$ cat src/hw/rtl/kir_pkg.sv
`timescale 1ns / 1ps

package kir_pkg;

    // Fixed port widths of the block.
    localparam int DATA_W     = 32;
    localparam int CFG_W      = 6;
    localparam int CFG_ADDR_W = 2;

    // Configuration register indexes.
    typedef enum logic [CFG_ADDR_W-1:0] {
        CFG_NUM_COMPONENTS  = 2'd0,
        CFG_THRESHOLD_COUNT = 2'd1,
        CFG_COUNT_FAILURES  = 2'd2
    } t_cfg_idx;

endpackage

$ cat src/hw/rtl/kir_mul.sv
`timescale 1ns / 1ps

module kir_mul #(
    parameter int FRACTION_BITS = 31
) (
    input  logic                         i_clk,
    input  logic [FRACTION_BITS:0]       i_a,
    input  logic [FRACTION_BITS:0]       i_b,
    output logic [2*FRACTION_BITS+1:0]   o_p,
    output logic [FRACTION_BITS:0]       o_fx
);

    localparam int OPW = FRACTION_BITS + 1;
    localparam int PW  = 2 * OPW;

    logic [PW-1:0] r_p;
    logic [PW-1:0] rnd;

    always_ff @(posedge i_clk) begin
        r_p <= PW'(i_a) * PW'(i_b);
    end

    // Fixed-point product, rounded half up.
    assign rnd  = r_p + (PW'(1) << (FRACTION_BITS - 1));
    assign o_p  = r_p;
    assign o_fx = rnd[FRACTION_BITS +: OPW];

endmodule

$ cat src/hw/rtl/kir_coef_gen.sv
`timescale 1ns / 1ps

module kir_coef_gen #(
    parameter int MAX_COMPONENTS = 32,
    parameter int FRACTION_BITS  = 31
) (
    input  logic                               i_clk,
    input  logic                               i_rst_n,
    input  logic                               i_start,
    input  logic [$clog2(MAX_COMPONENTS+1)-1:0] i_rows,
    output logic                               o_done,
    input  logic                               i_rd_en,
    input  logic [$clog2(MAX_COMPONENTS+1)-1:0] i_rd_addr,
    output logic [FRACTION_BITS+1:0]           o_rd_data
);

    localparam int AW    = $clog2(MAX_COMPONENTS + 1);
    localparam int DEPTH = MAX_COMPONENTS + 1;
    localparam int CFW   = FRACTION_BITS + 2;
    localparam logic [CFW-1:0] CAP = {1'b1, {(FRACTION_BITS + 1){1'b0}}};

    // Coefficients are kept saturated at CAP; only whether they reach one matters above that.
    logic [CFW-1:0] mem [DEPTH];
    logic [CFW-1:0] r_rd_data;

    logic           r_busy;
    logic           r_done;
    logic [AW-1:0]  r_row;
    logic [AW:0]    r_col;
    logic           r_pend;
    logic [AW-1:0]  r_pcol;
    logic [CFW-1:0] r_prev;

    logic           rd_issue;
    logic           rd_en;
    logic [AW-1:0]  rd_addr;
    logic           last_col;
    logic [CFW-1:0] old_val;
    logic [CFW:0]   add;
    logic [CFW-1:0] wr_data;

    assign rd_issue = r_busy && (r_col <= {1'b0, r_row});
    assign rd_en    = rd_issue || i_rd_en;
    assign rd_addr  = r_busy ? r_col[AW-1:0] : i_rd_addr;
    assign last_col = (r_pcol == r_row);

    // The entry at the row index is new in this row and reads as zero.
    assign old_val = last_col ? '0 : r_rd_data;
    assign add     = {1'b0, old_val} + {1'b0, r_prev};
    assign wr_data = (add > {1'b0, CAP}) ? CAP : add[CFW-1:0];

    always_ff @(posedge i_clk) begin
        if (r_busy && r_pend) begin
            mem[r_pcol] <= wr_data;
        end
        if (rd_en) begin
            r_rd_data <= mem[rd_addr];
        end
    end

    always_ff @(posedge i_clk) begin
        if (!i_rst_n) begin
            r_busy <= 1'b0;
            r_done <= 1'b0;
            r_pend <= 1'b0;
            r_row  <= '0;
            r_col  <= '0;
            r_pcol <= '0;
            r_prev <= '0;
        end else begin
            r_done <= !i_start && r_busy && r_pend && last_col && (r_row == i_rows);
            if (i_start) begin
                r_busy <= 1'b1;
                r_pend <= 1'b0;
                r_row  <= AW'(1);
                r_col  <= (AW+1)'(1);
                r_prev <= CFW'(1);
            end else if (r_busy) begin
                r_pend <= rd_issue;
                r_pcol <= r_col[AW-1:0];
                if (rd_issue) begin
                    r_col <= r_col + (AW+1)'(1);
                end
                if (r_pend) begin
                    if (!last_col) begin
                        r_prev <= old_val;
                    end else if (r_row == i_rows) begin
                        r_busy <= 1'b0;
                    end else begin
                        r_row  <= r_row + AW'(1);
                        r_col  <= (AW+1)'(1);
                        r_prev <= CFW'(1);
                    end
                end
            end
        end
    end

    assign o_done    = r_done;
    assign o_rd_data = r_rd_data;

endmodule

$ cat src/hw/rtl/koon_identical_reliability.sv
// The coefficient row is built first, then each fixed-point multiply runs in turn on
// the shared multiplier.
// Throughput: one item at a time; the input is not ready until the result is registered.
// A finished result waits in the output register while the next item is worked on.
// Reset (synchronous, active low) returns n = 2, k = 1, success mode and the idle state.
`timescale 1ns / 1ps

module koon_identical_reliability #(
    parameter int MAX_COMPONENTS = 32,
    parameter int FRACTION_BITS  = 31
) (
    input  logic                          i_clk,
    input  logic                          i_rst_n,
    input  logic                          i_cfg_we,
    input  logic [kir_pkg::CFG_ADDR_W-1:0] i_cfg_addr,
    input  logic [kir_pkg::CFG_W-1:0]     i_cfg_wdata,
    input  logic                          i_in_valid,
    output logic                          o_in_ready,
    input  logic [kir_pkg::DATA_W-1:0]    i_component_reliability,
    output logic                          o_out_valid,
    input  logic                          i_out_ready,
    output logic [kir_pkg::DATA_W-1:0]    o_system_reliability
);

    localparam int OPW = FRACTION_BITS + 1;
    localparam int PW  = 2 * OPW;
    localparam int AW  = $clog2(MAX_COMPONENTS + 1);
    localparam int CFW = FRACTION_BITS + 2;
    localparam logic [OPW-1:0] ONE = {1'b1, {FRACTION_BITS{1'b0}}};

    typedef enum logic [3:0] {
        S_IDLE,
        S_PAS,
        S_PRE,
        S_PRE_W,
        S_TERM,
        S_POW,
        S_POW_W,
        S_COEF,
        S_TERM_W,
        S_NEXT,
        S_ADV_W,
        S_DONE
    } t_state;

    t_state r_state;

    logic [kir_pkg::CFG_W-1:0] r_num;
    logic [kir_pkg::CFG_W-1:0] r_thr;
    logic                      r_mode;

    logic [OPW-1:0]           r_first;
    logic [OPW-1:0]           r_second;
    logic [OPW-1:0]           r_pre;
    logic [OPW-1:0]           r_p;
    logic [AW-1:0]            r_cnt;
    logic [AW-1:0]            r_w;
    logic [FRACTION_BITS-1:0] r_sum;
    logic                     r_flag;
    logic                     r_out_valid;
    logic [OPW-1:0]           r_out;

    logic [AW-1:0]  eff_count;
    logic           empty_sum;
    logic [OPW-1:0] rel_clamped;
    logic           in_acc;
    logic           gen_start;
    logic           gen_done;
    logic           coef_rd;
    logic [CFW-1:0] gen_data;
    logic [CFW-1:0] coef;
    logic [OPW-1:0] mul_a;
    logic [OPW-1:0] mul_b;
    logic [PW-1:0]  mul_p;
    logic [OPW-1:0] mul_fx;
    logic [OPW-1:0] n_sum;
    logic [OPW-1:0] sum_c;
    logic [OPW-1:0] res;

    // Configuration registers.
    always_ff @(posedge i_clk) begin
        if (!i_rst_n) begin
            r_num  <= kir_pkg::CFG_W'(2);
            r_thr  <= kir_pkg::CFG_W'(1);
            r_mode <= 1'b0;
        end else if (i_cfg_we) begin
            unique case (i_cfg_addr)
                kir_pkg::CFG_NUM_COMPONENTS:  r_num  <= i_cfg_wdata;
                kir_pkg::CFG_THRESHOLD_COUNT: r_thr  <= i_cfg_wdata;
                kir_pkg::CFG_COUNT_FAILURES:  r_mode <= i_cfg_wdata[0];
                default: ;
            endcase
        end
    end

    assign eff_count = ({1'b0, r_num} > 7'(MAX_COMPONENTS)) ? AW'(MAX_COMPONENTS)
                                                             : AW'(r_num);
    assign empty_sum = ({1'b0, r_thr} > 7'(eff_count));
    assign rel_clamped = (i_component_reliability > kir_pkg::DATA_W'(ONE)) ?
                         ONE : i_component_reliability[OPW-1:0];

    assign o_in_ready = (r_state == S_IDLE);
    assign in_acc     = i_in_valid && o_in_ready;
    assign gen_start  = in_acc && !empty_sum && (eff_count != '0);
    assign coef_rd    = (r_state == S_TERM);

    kir_coef_gen #(
        .MAX_COMPONENTS (MAX_COMPONENTS),
        .FRACTION_BITS  (FRACTION_BITS)
    ) u_coef_gen (
        .i_clk     (i_clk),
        .i_rst_n   (i_rst_n),
        .i_start   (gen_start),
        .i_rows    (eff_count),
        .o_done    (gen_done),
        .i_rd_en   (coef_rd),
        .i_rd_addr (r_w),
        .o_rd_data (gen_data)
    );

    // C(n,0) is one and is not stored.
    assign coef = (r_w == '0) ? CFW'(1) : gen_data;

    always_comb begin
        unique case (r_state)
            S_POW: begin
                mul_a = r_p;
                mul_b = r_second;
            end
            S_COEF: begin
                mul_a = coef[OPW-1:0];
                mul_b = r_p;
            end
            default: begin
                mul_a = r_pre;
                mul_b = r_first;
            end
        endcase
    end

    kir_mul #(
        .FRACTION_BITS (FRACTION_BITS)
    ) u_mul (
        .i_clk (i_clk),
        .i_a   (mul_a),
        .i_b   (mul_b),
        .o_p   (mul_p),
        .o_fx  (mul_fx)
    );

    assign n_sum = {1'b0, r_sum} + {1'b0, mul_p[FRACTION_BITS-1:0]};
    assign sum_c = r_flag ? ONE : {1'b0, r_sum};
    assign res   = r_mode ? (ONE - sum_c) : sum_c;

    // r_pre holds first^w; r_p walks through the remaining n-w factors of second.
    always_ff @(posedge i_clk) begin
        if (!i_rst_n) begin
            r_state     <= S_IDLE;
            r_out_valid <= 1'b0;
            r_flag      <= 1'b0;
            r_sum       <= '0;
            r_cnt       <= '0;
            r_w         <= '0;
        end else begin
            if (r_out_valid && i_out_ready && (r_state != S_DONE)) begin
                r_out_valid <= 1'b0;
            end
            unique case (r_state)
                S_IDLE: begin
                    if (in_acc) begin
                        r_first  <= r_mode ? (ONE - rel_clamped) : rel_clamped;
                        r_second <= r_mode ? rel_clamped : (ONE - rel_clamped);
                        r_pre    <= ONE;
                        r_sum    <= '0;
                        r_flag   <= 1'b0;
                        r_cnt    <= '0;
                        r_w      <= AW'(r_thr);
                        if (empty_sum) begin
                            r_state <= S_DONE;
                        end else if (eff_count != '0) begin
                            r_state <= S_PAS;
                        end else begin
                            r_state <= S_PRE;
                        end
                    end
                end
                S_PAS: begin
                    if (gen_done) begin
                        r_state <= S_PRE;
                    end
                end
                S_PRE: begin
                    r_state <= (r_cnt < r_w) ? S_PRE_W : S_TERM;
                end
                S_PRE_W: begin
                    r_pre   <= mul_fx;
                    r_cnt   <= r_cnt + AW'(1);
                    r_state <= S_PRE;
                end
                S_TERM: begin
                    r_p     <= r_pre;
                    r_cnt   <= r_w;
                    r_state <= S_POW;
                end
                S_POW: begin
                    r_state <= (r_cnt < eff_count) ? S_POW_W : S_COEF;
                end
                S_POW_W: begin
                    r_p     <= mul_fx;
                    r_cnt   <= r_cnt + AW'(1);
                    r_state <= S_POW;
                end
                S_COEF: begin
                    if (r_p == '0) begin
                        r_state <= S_NEXT;
                    end else if (coef >= CFW'(ONE)) begin
                        // One term already reaches one, so the clamped sum is one.
                        r_flag  <= 1'b1;
                        r_state <= S_DONE;
                    end else begin
                        r_state <= S_TERM_W;
                    end
                end
                S_TERM_W: begin
                    if (mul_p >= PW'(ONE) || n_sum >= ONE) begin
                        r_flag  <= 1'b1;
                        r_state <= S_DONE;
                    end else begin
                        r_sum   <= n_sum[FRACTION_BITS-1:0];
                        r_state <= S_NEXT;
                    end
                end
                S_NEXT: begin
                    if (r_w == eff_count) begin
                        r_state <= S_DONE;
                    end else begin
                        r_w     <= r_w + AW'(1);
                        r_state <= S_ADV_W;
                    end
                end
                S_ADV_W: begin
                    r_pre   <= mul_fx;
                    r_state <= S_TERM;
                end
                S_DONE: begin
                    if (!r_out_valid || i_out_ready) begin
                        r_out       <= res;
                        r_out_valid <= 1'b1;
                        r_state     <= S_IDLE;
                    end
                end
                default: r_state <= S_IDLE;
            endcase
        end
    end

    assign o_out_valid          = r_out_valid;
    assign o_system_reliability = kir_pkg::DATA_W'(r_out);

endmodule

$ cat config.mk
export PLATFORM = sky130hd
export DESIGN_NAME = koon_identical_reliability
export DESIGN_NICKNAME = d
export VERILOG_FILES = /design/src/hw/rtl/kir_pkg.sv /design/src/hw/rtl/kir_mul.sv /design/src/hw/rtl/kir_coef_gen.sv /design/src/hw/rtl/koon_identical_reliability.sv
export SDC_FILE = /design/constraint.sdc
export NUM_CORES = 2
export LEC_CHECK = 0
export ABC_AREA = 1
export ABC_CLOCK_PERIOD_IN_PS = 16100
export BUFFER_PORTS_ARGS = -buffer_cell sky130_fd_sc_hd__buf_2
export CORE_ASPECT_RATIO = 1.1
export CORE_MARGIN = 2
export CORE_UTILIZATION = 51
export DETAILED_ROUTE_END_ITERATION = 8
export GPL_ROUTABILITY_DRIVEN = 0
export MAX_ROUTING_LAYER = met4
export PLACE_DENSITY_LB_ADDON = 0.2
export SKIP_CTS_REPAIR_TIMING = 1
export SYNTH_ARGS = -nofsm -noshare
export SYNTH_HDL_FRONTEND = slang
export SYNTH_SLANG_ARGS = --single-unit
$ cat constraint.sdc
create_clock -name i_clk -period 16.1 [get_ports i_clk]
set_input_delay 1.61 -clock i_clk [delete_from_list [all_inputs] [get_ports i_clk]]
set_output_delay 1.61 -clock i_clk [all_outputs]
set_load 0.1 [all_outputs]
==> out/qor.txt <==
Nets: 11,200
DRC violations left: 0
IO buf count: 78
Final hold viol count: 0
CTS Sinks: 1,462
Main area contributors after synthesis: edfxtp_1, fa_1, nor2_1, nand2_1, inv_1
Remaining global-route overflow: 0
Area leader, netlist: edfxtp_1
Effective utilization at floorplan: 51.3%
Critical path fanouts, max: 44
Largest net degree at the start of global routing: 172
Core Area: 190,000 um^2
Most frequent cell on the critical path: fa_1
WL/cell: 25.0 um
Slew HR: 10.5%
Clk root buf: clkbuf_16
RR Startpoint: r_state[3]$_SDFFE_PN0P_
CP Launch Type: register
Setup TNS: 0 ns
Worst Hold Endpoint: u_coef_gen.r_prev[23]$_SDFFE_PP0P_
Tmin final: 9.64 ns
Fmax: 104 MHz
CP peak stage delay: 0.60 ns
Initial antenna violation count: 2
Hold depth: 2
EDFF count, synth: 1,281
Delay-heaviest family, CP: adder cells
Iteration count of the initial detailed-routing pass: 6
Io pins: 79
Number of synthesized register bits: 1,462
CTS tree: done
Ys async rst share: 0%
Worst reg2reg endpoint: u_mul.o_p[55]$_DFF_P_
Maxcap violations: 0
Fraction of layout cells with a size suffix above 1: 7.10%
HP Start: u_coef_gen.r_prev[23]$_SDFFE_PP0P_
Clock Skew: 0.0531 ns
Crit path DAT: 10.38 ns
Clock transition at path regs: 0.06 ns
Synthesized Nets: 11,300
H-Tree Depth: 4
RSZ-0062 raised after global routing: no
Worst Path Buf+Inv: 11
Critical path class: register to register
Post-DP HPWL: 206,000 um
Row cnt: 168
Share of the synthesized area in the top cell type: 39.4%
Post-Synthesis Cells: 10,000
Sequential area share after synthesis: 43.1%
Final setup violation count: 0
Clk_lat worst skew: 0.85 ns
Area delta synth->final: 8.35%
Worst R2R Path Depth: 33
Vias post-DR: 75,000
Least-Margin Pin Slew: 1.34 ns
First-pass GRT wire length: 470,000 um
Final wirelength: 315,000 um
Post-synth cell types: 64
Die Ht: 463 um
Die X: 421 um
Mapped Area: 97,700 um^2
CTS Buffer Depth: 3
Crit share post-route: 59.9%
Avg Cell Area, Syn: 9.77 um^2
CP required: 16.84 ns
Kind of end point of the critical path: register
Via-to-Cell Ratio: 5.96
Die area: 195,000 um^2
DRT iter0 DRCs: 8,437
Global Route Usage Sum: 33.1%
CTS buffer count: 152
Post-synth top flop: edfxtp_1
Vias in the first global route: 75,100
Routed Antenna Nets: 0
Flop2flop setup slack: 6.46 ns
Slowest cell on the critical path: buf_4
Status: complete, no violations
Synth warn: 0
Slew Limit Fails: 0
Worst hold path type: register to register
[worst max path at each step]
stage / endpoint / startpoint / slack (ns) / cells past startpoint
after CTS: u_mul.o_p[54]$_DFF_P_ / r_state[2]$_SDFFE_PN0P_ / 6.66 / 32
after detailed placement: u_mul.o_p[62]$_DFF_P_ / r_state[2]$_SDFFE_PN0P_ / 6.69 / 32
after floorplan: u_mul.o_p[48]$_DFF_P_ / r_state[2]$_SDFFE_PN0P_ / 8.53 / 33
after global routing: u_mul.o_p[48]$_DFF_P_ / r_state[3]$_SDFFE_PN0P_ / 6.11 / 35
after global placement: u_mul.o_p[54]$_DFF_P_ / r_state[2]$_SDFFE_PN0P_ / 6.82 / 32
final: u_mul.o_p[55]$_DFF_P_ / r_state[3]$_SDFFE_PN0P_ / 6.46 / 33
[stage by stage]
stage               hold slack [ns]  instance area, um^2  instances  worst slack [ns]  utilization [%]
CTS                           0.469               106000      12600              6.66             55.6
finish                        0.467               106000      12600              6.46             55.6
global route                  0.488               106000      12600              6.11             55.6
global placement              0.453               101000      12300              6.82             53.1
floorplan                     0.443                97700      10000              8.53                -
detailed placement            0.461               101000      12300              6.69             53.1
[state kept, by name, indices dropped and copies added (netlist names), 7 cells and up]
| signal | cells |
|---|---|
| u_coef_gen.mem | 1089 |
| u_mul.o_p | 64 |
| u_coef_gen.o_rd_data | 33 |
| u_coef_gen.r_prev | 33 |
| o_system_reliability | 32 |
| r_first | 32 |
| r_p | 32 |
| r_pre | 32 |
| r_second | 31 |
| r_sum | 31 |
| u_coef_gen.r_col | 7 |
[cell usage in the layout, fill, tap and decap left out, types with 38 or more instances in the layout]
master	count
clkinv_1	41
xor2_1	101
clkbuf_16	155
nor2_4	38
nand4_1	45
dfxtp_1	180
nand3_1	310
o211ai_1	114
buf_4	161
fa_1	898
inv_2	43
inv_1	1359
xnor2_1	53
o22ai_1	138
a21oi_1	247
ha_1	358
nor3_1	49
o221ai_1	162
o21ai_0	747
edfxtp_1	1281
nor2_2	50
nor2_1	1506
buf_2	78
nand2_1	1475
[worst min-delay path: cells and delay by family, from the launching register on]
kind             cells  cell delay (ns)
AND/OR/NAND/NOR      1             0.06
AO/OA/AOI/OAI        1             0.05
flip-flops           1             0.31
[Yosys cell counts (29+ instances only)]
cell,instances
fa_1,898
o22ai_1,138
o221ai_1,175
o211ai_1,114
ha_1,358
nand4_1,45
nor2_2,49
or2_2,37
a21oi_1,251
inv_2,43
xor2_1,101
nor4_1,38
nor3_1,49
edfxtp_1,1281
xnor2_1,53
nand3_1,310
a21o_1,29
buf_1,31
nor2_1,1539
o21ai_0,749
inv_1,1364
buf_2,142
dfxtp_1,181
nand2_1,1476
clkbuf_1,297
[layer usage]
layer	part of all wire [%]	up-vias	track usage, %
met4	7.8	0	20.8
met2	47	4041	52.4
met5	0	-	-
li1	-	32800	-
met3	9.3	1099	6.05
met1	36	37100	39.4
[area by class of cell]
type	instances	area [um^2]
antenna	1	2.50
clock buffer	195	4070
clock inverter	81	792
fill	16500	84500
inverter	1415	5330
multi-input combinational	6642	48800
sequential	1462	42100
tap	2550	3190
timing repair buffer	243	1680
[kinds of logic after synthesis]
kind of cell,synth area share [%]
compound gates,10.0
xor+xnor,1.38
fa+ha+maj,23.0
buf+inv,7.53
flops,43.1
simple gates,15.0
Power is left out: the tool's default activity adds up to more than one toggle a clock period on the data nets, which glitch-free logic cannot reach.
